### src/sv/wfcq_pkg.sv
// Shared types and constants of the Wiegand frame capture queue.
package wfcq_pkg;

  localparam int unsigned QUEUE_DEPTH_DEFAULT = 8;
  localparam int unsigned BIT_LIMIT           = 63;
  localparam logic [31:0] TIMEOUT_RESET       = 32'd30000;
  localparam logic [15:0] MIN_SPACING_RESET   = 16'd200;
  localparam logic [15:0] SAT16               = 16'hFFFF;

  // Register indexes, taken from paddr[2].
  localparam logic REG_TIMEOUT     = 1'b0;
  localparam logic REG_MIN_SPACING = 1'b1;

  typedef enum logic [1:0] {
    FUNC_ZERO = 2'd0,
    FUNC_ONE  = 2'd1,
    FUNC_POLL = 2'd2
  } func_e;

  // One captured frame, open or queued.
  typedef struct packed {
    logic [15:0] ones;
    logic [15:0] zeros;
    logic        ovf;
    logic [31:0] last;
    logic [31:0] first;
    logic [5:0]  count;
    logic [62:0] bits;
  } frame_t;

endpackage

### src/sv/wiegand_frame_capture_queue_unit.sv
// Wiegand frame capture queue: pulse capture, frame ring queue and poll interface.
//
// Channel   Direction  Handshake                 Payload
// s_*       in         s_tvalid_i / s_tready_o   tuser: func; tdata: now_us
// m_*       out        m_tvalid_o / m_tready_i   tuser: frame_valid; tdata: frame result
// apb       in         psel/penable/pwrite       timeout_us at 0x0, min_spacing_us at 0x4
//
// One request is taken per clock cycle while the result stage is free or can move
// on, and every request yields exactly one result. A result passes first through the
// result stage, with the state update and the registered read of the frame memory,
// then through the output register that drives m_tvalid_o. The two form a two-entry
// buffer, so one more request is taken while a result waits on a stalled output.
// Reset clears the open frame, the queue pointers, the fill count and the dropped
// count at once; the frame memory itself is not cleared and needs no clearing pass.
module wiegand_frame_capture_queue_unit #(
  parameter int unsigned QueueDepth = wfcq_pkg::QUEUE_DEPTH_DEFAULT
) (
  input  logic         clk_i,
  input  logic         rst_ni,
  // Input requests.
  input  logic         s_tvalid_i,
  output logic         s_tready_o,
  input  logic [31:0]  s_tdata_i,   // [31:0] now_us
  input  logic [1:0]   s_tuser_i,   // [1:0] func
  // Results.
  output logic         m_tvalid_o,
  input  logic         m_tready_i,
  // [62:0] frame_bits, [68:63] bit_total, [100:69] first_pulse_time,
  // [132:101] last_pulse_time, [133] overflowed, [149:134] zero_pulses,
  // [165:150] one_pulses, [181:166] dropped_total, [182] pending, [183] zero
  output logic [183:0] m_tdata_o,
  output logic         m_tuser_o,   // [0] frame_valid
  // Configuration port.
  input  logic         psel,
  input  logic         penable,
  input  logic         pwrite,
  input  logic [2:0]   paddr,
  input  logic [31:0]  pwdata,
  output logic [31:0]  prdata,
  output logic         pready
);

  localparam int unsigned IdxW  = (QueueDepth > 1) ? $clog2(QueueDepth) : 1;
  localparam int unsigned FillW = $clog2(QueueDepth + 1);
  localparam logic [IdxW-1:0]  LastIdx  = IdxW'(QueueDepth - 1);
  localparam logic [FillW-1:0] FullFill = FillW'(QueueDepth);

  function automatic logic [IdxW-1:0] next_idx(input logic [IdxW-1:0] i);
    next_idx = (i == LastIdx) ? '0 : i + IdxW'(1);
  endfunction

  // ---------------------------------------------------------------------------
  // Configuration registers. Writes only decode paddr[2]; pready never stalls.
  // ---------------------------------------------------------------------------
  logic [31:0] timeout_q;
  logic [15:0] min_spacing_q;
  logic        cfg_wr;

  assign pready = 1'b1;
  assign cfg_wr = psel && penable && pwrite && pready;

  always_ff @(posedge clk_i or negedge rst_ni) begin
    if (!rst_ni) begin
      timeout_q     <= wfcq_pkg::TIMEOUT_RESET;
      min_spacing_q <= wfcq_pkg::MIN_SPACING_RESET;
    end else if (cfg_wr) begin
      if (paddr[2] == wfcq_pkg::REG_TIMEOUT) begin
        timeout_q <= pwdata;
      end else begin
        min_spacing_q <= pwdata[15:0];
      end
    end
  end

  assign prdata = (paddr[2] == wfcq_pkg::REG_MIN_SPACING) ? {16'b0, min_spacing_q} : timeout_q;

  // ---------------------------------------------------------------------------
  // Handshake and pipeline control.
  // ---------------------------------------------------------------------------
  logic r_valid_q, out_valid_q;
  logic out_load, accept;

  assign out_load   = !out_valid_q || m_tready_i;
  assign s_tready_o = !r_valid_q || out_load;
  assign accept     = s_tvalid_i && s_tready_o;

  // ---------------------------------------------------------------------------
  // Step logic: timeout close, pulse capture, queue update and pop.
  // ---------------------------------------------------------------------------
  wfcq_pkg::frame_t open_q, open_d, open_c;
  logic [IdxW-1:0]  head_q, head_d, tail_q, tail_d, head_a;
  logic [FillW-1:0] fill_q, fill_d, fill_a, fill_b;
  logic [15:0]      dropped_q, dropped_d, dropped_a;

  logic [31:0] gap;
  logic        is_pulse, is_poll, timed_out, close_w, full, too_close, take, pop, bypass;
  logic        pending;

  assign is_pulse  = (s_tuser_i == wfcq_pkg::FUNC_ZERO) || (s_tuser_i == wfcq_pkg::FUNC_ONE);
  assign is_poll   = (s_tuser_i == wfcq_pkg::FUNC_POLL);
  assign gap       = s_tdata_i - open_q.last;
  assign timed_out = (open_q.count != '0) && (gap >= timeout_q);
  assign close_w   = accept && (is_pulse || is_poll) && timed_out;
  assign full      = (fill_q >= FullFill);

  always_comb begin
    // Closing a full queue first drops its oldest frame.
    head_a    = head_q;
    fill_a    = fill_q;
    dropped_a = dropped_q;
    if (close_w && full) begin
      head_a = next_idx(head_q);
      fill_a = fill_q - FillW'(1);
      if (dropped_q != wfcq_pkg::SAT16) begin
        dropped_a = dropped_q + 16'd1;
      end
    end
    fill_b = close_w ? fill_a + FillW'(1) : fill_a;
    tail_d = close_w ? next_idx(tail_q) : tail_q;

    pop    = accept && is_poll && (fill_b != '0);
    // The popped slot is the one written in this very step.
    bypass = close_w && (head_a == tail_q);
    head_d    = pop ? next_idx(head_a) : head_a;
    fill_d    = pop ? fill_b - FillW'(1) : fill_b;
    dropped_d = pop ? 16'd0 : dropped_a;
  end

  always_comb begin
    open_c    = close_w ? '0 : open_q;
    open_d    = open_c;
    // The spacing check only applies within a frame that is still open.
    too_close = (open_c.count != '0) && (gap < {16'b0, min_spacing_q});
    take      = accept && is_pulse && !too_close;
    if (take) begin
      if (open_c.count == '0) begin
        open_d.first = s_tdata_i;
      end
      if (s_tuser_i[0]) begin
        if (open_c.ones != wfcq_pkg::SAT16) begin
          open_d.ones = open_c.ones + 16'd1;
        end
      end else begin
        if (open_c.zeros != wfcq_pkg::SAT16) begin
          open_d.zeros = open_c.zeros + 16'd1;
        end
      end
      if (open_c.count < 6'(wfcq_pkg::BIT_LIMIT)) begin
        open_d.bits  = {open_c.bits[61:0], s_tuser_i[0]};
        open_d.count = open_c.count + 6'd1;
      end else begin
        open_d.ovf = 1'b1;
      end
      open_d.last = s_tdata_i;
    end
  end

  assign pending = (open_d.count != '0) || (fill_d != '0);

  always_ff @(posedge clk_i or negedge rst_ni) begin
    if (!rst_ni) begin
      open_q    <= '0;
      head_q    <= '0;
      tail_q    <= '0;
      fill_q    <= '0;
      dropped_q <= '0;
    end else if (accept) begin
      open_q    <= open_d;
      head_q    <= head_d;
      tail_q    <= tail_d;
      fill_q    <= fill_d;
      dropped_q <= dropped_d;
    end
  end

  // ---------------------------------------------------------------------------
  // Frame memory: one write port at the tail, one registered read at the head.
  // ---------------------------------------------------------------------------
  wfcq_pkg::frame_t mem_q [QueueDepth];
  wfcq_pkg::frame_t rd_q, byp_frame_q;
  logic             r_fv_q, r_byp_q, r_pend_q;
  logic [15:0]      r_drop_q;

  always_ff @(posedge clk_i) begin
    if (close_w) begin
      mem_q[tail_q] <= open_q;
    end
    if (pop) begin
      rd_q <= mem_q[head_a];
    end
  end

  // Result stage payload.
  always_ff @(posedge clk_i) begin
    if (accept) begin
      r_fv_q      <= pop;
      r_byp_q     <= bypass;
      byp_frame_q <= open_q;
      r_drop_q    <= dropped_a;
      r_pend_q    <= pending;
    end
  end

  always_ff @(posedge clk_i or negedge rst_ni) begin
    if (!rst_ni) begin
      r_valid_q <= 1'b0;
    end else if (accept) begin
      r_valid_q <= 1'b1;
    end else if (out_load) begin
      r_valid_q <= 1'b0;
    end
  end

  // ---------------------------------------------------------------------------
  // Output register. Without a popped frame all frame fields read as zero.
  // ---------------------------------------------------------------------------
  wfcq_pkg::frame_t frame_sel;
  logic [15:0]      drop_sel;
  logic [183:0]     out_data_q;
  logic             out_user_q;

  assign frame_sel = !r_fv_q ? '0 : (r_byp_q ? byp_frame_q : rd_q);
  assign drop_sel  = r_fv_q ? r_drop_q : 16'd0;

  always_ff @(posedge clk_i) begin
    if (out_load && r_valid_q) begin
      out_data_q <= {1'b0, r_pend_q, drop_sel, frame_sel.ones, frame_sel.zeros,
                     frame_sel.ovf, frame_sel.last, frame_sel.first,
                     frame_sel.count, frame_sel.bits};
      out_user_q <= r_fv_q;
    end
  end

  always_ff @(posedge clk_i or negedge rst_ni) begin
    if (!rst_ni) begin
      out_valid_q <= 1'b0;
    end else if (out_load) begin
      out_valid_q <= r_valid_q;
    end
  end

  assign m_tvalid_o = out_valid_q;
  assign m_tdata_o  = out_data_q;
  assign m_tuser_o  = out_user_q;

  // ---------------------------------------------------------------------------
  // Assertions.
  // ---------------------------------------------------------------------------
  a_fill_bound: assert property (@(posedge clk_i) disable iff (!rst_ni)
    fill_q <= FullFill)
    else $error("queue fill count exceeds the queue depth");

  a_no_pop_empty: assert property (@(posedge clk_i) disable iff (!rst_ni)
    (accept && is_poll && fill_q == '0 && !close_w) |=> !r_fv_q)
    else $error("frame popped from an empty queue");

  a_pending: assert property (@(posedge clk_i) disable iff (!rst_ni)
    accept |=> (r_pend_q == ((open_q.count != '0) || (fill_q != '0))))
    else $error("pending flag disagrees with the stored state");

  a_stage_order: assert property (@(posedge clk_i) disable iff (!rst_ni)
    (r_valid_q && !out_load) |=> r_valid_q)
    else $error("result stage lost a result while the output stalled");

endmodule

### config.mk
export PLATFORM = sky130hd
export DESIGN_NAME = wiegand_frame_capture_queue_unit
export DESIGN_NICKNAME = d
export VERILOG_FILES = /design/src/sv/wfcq_pkg.sv /design/src/sv/wiegand_frame_capture_queue_unit.sv
export SDC_FILE = /design/constraint.sdc
export NUM_CORES = 2
export LEC_CHECK = 0
export BUFFER_PORTS_ARGS = -buffer_cell sky130_fd_sc_hd__buf_2
export CAP_MARGIN = 30
export CORE_UTILIZATION = 29
export CTS_CLUSTER_DIAMETER = 150
export CTS_CLUSTER_SIZE = 25
export DETAILED_ROUTE_END_ITERATION = 10
export GPL_ROUTABILITY_DRIVEN = 0
export PLACE_DENSITY_LB_ADDON = 0.1
export SLEW_MARGIN = 25
export SYNTH_ARGS = -nofsm -noshare
export SYNTH_HDL_FRONTEND = slang
export SYNTH_SLANG_ARGS = --single-unit
export TNS_END_PERCENT = 20
### constraint.sdc
create_clock -name clk_i -period 33.6 [get_ports clk_i]
set_clock_uncertainty 0.15 [all_clocks]
set_input_delay 1.68 -clock clk_i [delete_from_list [all_inputs] [get_ports clk_i]]
set_output_delay 1.68 -clock clk_i [all_outputs]
set_load 0.01 [all_outputs]
==> metrics.md <==
| Metric | Value |
|---|---|
| Non-filler cells, final | roughly 11,000 |
| Post-Place Cell Area | approximately 90,000 sq um |
| Std cell rows | around 200 |
| Post-Place Cells | between 10,000 and 15,000 |
| DRC viols | 0 |
| Clk root buf | clkbuf_16 |
| Final Cycle Share | a little over a third |
| Hold Buf Count CTS | 0 |
| Drt first-iter violations | approximately 3,200 |
| Number of buffers added on ports | 291 |
| Fin nets | between 6,000 and 7,000 |
| Fin Setup TNS | 0 ns |
| Initial cell density of the core | between 20 and 30% |
| Post-CTS setup buffer count | 0 |
| Post-synth EDFFs | 1,863 |
| Dpl hpwl | between 100 and 150 mm |
| CP Launch Type | input pin |
| IO Count | 296 |
| Vias in the first global route | slightly below 50,000 |
| Syn. warnings | 0 |
| Final min period | 12.19 ns |
| WS Path Type | in2reg |
| VDD IR max | 108 uV |
| Flops & latches, synth | approximately 2,100 |
| Die Width | 542 um |
| Antenna viol nets, final | 0 |
| Congestion Overflow GR | 0 |
| Number of clock sinks | 2,105 |
| WP data required | approximately 34 ns |
| Layout cells sized above 1 | roughly 9% |
| Initial antenna violation count | 15 |
| Full die area | 294,000 sq um |
| Fmax | roughly 0.08 GHz |
| Largest fanout on the critical path | around 180 |
| H-Tree Depth | 3 |
| Clock-pin slew on the worst setup and hold paths | roughly 0.10 ns |
| CP delay by family, top | buffers and inverters |
| Worst path buffer plus inverter count | 11 |
| Slew Limit Fails | 0 |
| Synth Instances | between 6,000 and 7,000 |
| Final core utilization | between 30% and 40% |
| Bufs on Longest Clock Path | 3 |
| # setup viols final | 0 |
| Placeable Area | ~290,000 sq um |
| Post-CTS sizing | 0 |
| Async set or reset register ratio after synthesis | roughly 11% |
| RSZ-0062 raised after global routing | no |
| Chip Height | 542 um |
| Finished layout cell area | 93,400 sq um |
| Hold crit path type | reg2reg |
| Clock buffer count from CTS | between 90 and 100 |
| Slew headroom | about 24% |
| Cell mode on critical path | buf_4 |
| All-Layer GR Usage | 16.1% |
| Seq/Total Area, Yosys | roughly 73% |
| Via count | 49,600 |
| Vias per cell | 4.70 |
| First-pass GRT wire length | between 300 and 400 mm |
| Yosys cell types | 79 |
| Max Cap Viol | 0 |
| Final hold vios | 0 |
| Smallest hold slack | approximately 0.35 ns |
| Synthesized net count | roughly 6,600 |
| Mean post-synth cell area | 13.1 sq um |
| Worst-Skew Late Latency | about 0.77 ns |
| Post-Syn Area | 84,500 sq um |
| Largest net degree at the start of global routing | 183 |
| CTS tree | done |
| Leak | 33.8 nW |
| Status | complete, no violations |
| Drt total wl | about 240 mm |
| Layout area overhead | 10.5% |
| PwrDens | roughly 76 nW/um^2 |
| WL per Instance | ~23 um |
| Slowest Stage Delay on Critical Path | 0.80 ns |
| Slowest CP cell | nor4_1 |
| TritonRoute pass-1 iters | 5 |
| Worst EP arrival | ~13 ns |
| Ys flop type | edfxtp_1 |
| Least-Margin Pin Slew | roughly 1.1 ns |
| Fillers | just under 30,000 |
| CP Capture Type | flip-flop |
[Yosys cell counts (7+ instances only)]
cell type	n	area share, %
nand2_1	1591	7.1
a22o_1	62	0.64
dfstp_2	10	0.31
nor4_1	14	0.10
xor2_1	34	0.35
o31ai_1	7	0.062
nor3_1	21	0.12
and3_1	21	0.16
a31oi_1	10	0.074
o21a_1	10	0.089
dfrtp_1	232	6.9
ha_1	90	1.3
nor2b_1	174	1.3
edfxtp_1	1863	66
nand3_1	923	5.5
mux2_2	53	0.71
buf_2	108	0.64
nand4_1	36	0.27
inv_1	130	0.58
buf_1	30	0.13
and2_1	26	0.19
a21oi_1	57	0.34
xnor2_1	35	0.36
a21boi_0	14	0.12
a21o_1	18	0.16
clkbuf_1	222	0.99
nor2_1	96	0.43
nand2b_1	12	0.089
o21ai_1	102	0.60
o21ai_0	191	1.1
mux2i_1	173	2.0
[placed cells by master, fill, tap and decap left out, types with 7 or more instances in the layout]
cell / Yosys / final
a22o_1: 62 / 62
o21a_1: 10 / 9
and2_1: 26 / 25
ha_1: 90 / 90
nand3_1: 923 / 923
buf_16: 0 / 8
mux2i_1: 173 / 171
and3_1: 21 / 21
dfrtp_1: 232 / 232
clkbuf_16: 0 / 97
xnor2_1: 35 / 35
clkbuf_1: 222 / 69
mux2_2: 53 / 53
nand2_1: 1591 / 1591
dfstp_2: 10 / 10
o21ai_1: 102 / 102
a21boi_0: 14 / 14
nor3_1: 21 / 19
o21ai_0: 191 / 190
a21oi_1: 57 / 56
a21o_1: 18 / 17
diode_2: 0 / 7
buf_12: 0 / 16
xor2_1: 34 / 34
inv_1: 130 / 129
buf_4: 6 / 72
nand2b_1: 12 / 11
nor2b_1: 174 / 174
edfxtp_1: 1863 / 1863
nand4_1: 36 / 36
a31oi_1: 10 / 9
buf_2: 108 / 290
nor2_1: 96 / 95
nor4_1: 14 / 13
[metal layers]
metal | global-route usage, % | part of all wire, % | up-vias
li1 | - | - | 23400
met1 | 22.8 | 48 | 25300
met2 | 26.8 | 47 | 764
met3 | 1.74 | 3.1 | 180
met4 | 2.80 | 1.6 | 12
met5 | 0 | 0.033 | -
[power by group]
group,total (mW),switching [mW],internal (mW)
Sequential,3.39,0.168,3.22
Clock,1.40,0.842,0.558
Combinational,2.30,1.60,0.700
[sequential cells by signal (all words and copies together) (netlist names), 3 cells and up]
signal / count
open_q: 166
dropped_q: 16
timeout_q: 32
fill_q: 4
rd_q: 166
tail_q: 3
mem_q: 1328
r_drop_q: 16
min_spacing_q: 16
byp_frame_q: 166
head_q: 3
m_tdata_o: 183
[area by class of cell]
| cell class | count | area [sq um] | share of cell area, % |
|---|---|---|---|
| Sequential cell | 2105 | 62000 | 66.4 |
| Multi-Input combinational cell | 3869 | 20600 | 22.1 |
| Tap cell | 3880 | 4850 | 5.20 |
| Clock buffer | 168 | 2710 | 2.91 |
| Timing Repair Buffer | 389 | 2570 | 2.76 |
| Inverter | 132 | 518 | 0.555 |
| Clock inverter | 5 | 61.3 | 0.0656 |
| Antenna cell | 7 | 17.5 | 0.0188 |
[stage by stage]
| stage | setup slack [ns] | power [mW] |
|---|---|---|
| 5_1_grt | 20.67 | 7.58 |
| 3_3_place_gp | 20.44 | 5.78 |
| 4_1_cts | 21.26 | 7.22 |
| 2_1_floorplan | 9.70 | 5.02 |
| 3_5_place_dp | 20.48 | 5.81 |
| 6_report | 21.41 | 7.09 |
[logic make-up after synthesis]
logic type                 after synthesis  share of synthesized area [%]
AOI/OAI and AO/OA                      535                           3.93
xor gates and xnor gates                69                          0.715
adders and majority gates               91                           1.36
buffers and inverters                  498                           2.40
DFF                                   2105                           73.4
muxes                                  226                           2.75
other                                    2                        0.00888
and+or+nand+nor                       2946                           15.5
[final timing paths]
kind	startpoint	to	slack, ns	cells past startpoint
worst max-delay path	s_tdata_i[0]	rd_q[97]$_DFFE_PP_	21.41	32
worst min-delay path	r_valid_q$_DFFE_PN0P_	m_tvalid_o$_DFFE_PN0P_	0.35	1
worst max register to register	open_q[111]$_DFFE_PN0P_	rd_q[97]$_DFFE_PP_	21.99	29
worst min register to register	r_valid_q$_DFFE_PN0P_	m_tvalid_o$_DFFE_PN0P_	0.35	1
max in group asynchronous	rst_ni	open_q[58]$_DFFE_PN0P_	31.23	2
min in group asynchronous	rst_ni	open_q[131]$_DFFE_PN0P_	0.74	1
[worst register-to-register path: cells and delay by family, from the launching register on]
kind            cells  cell delay [ns]
compound gates      6             1.71
simple gates       10             2.59
buf+inv             9             5.06
flops               1             0.63
fa+ha+maj           2             0.79
mux                 1             0.31
xor+xnor            1             0.18
No activity file was read; power rests on OpenSTA's default activity.
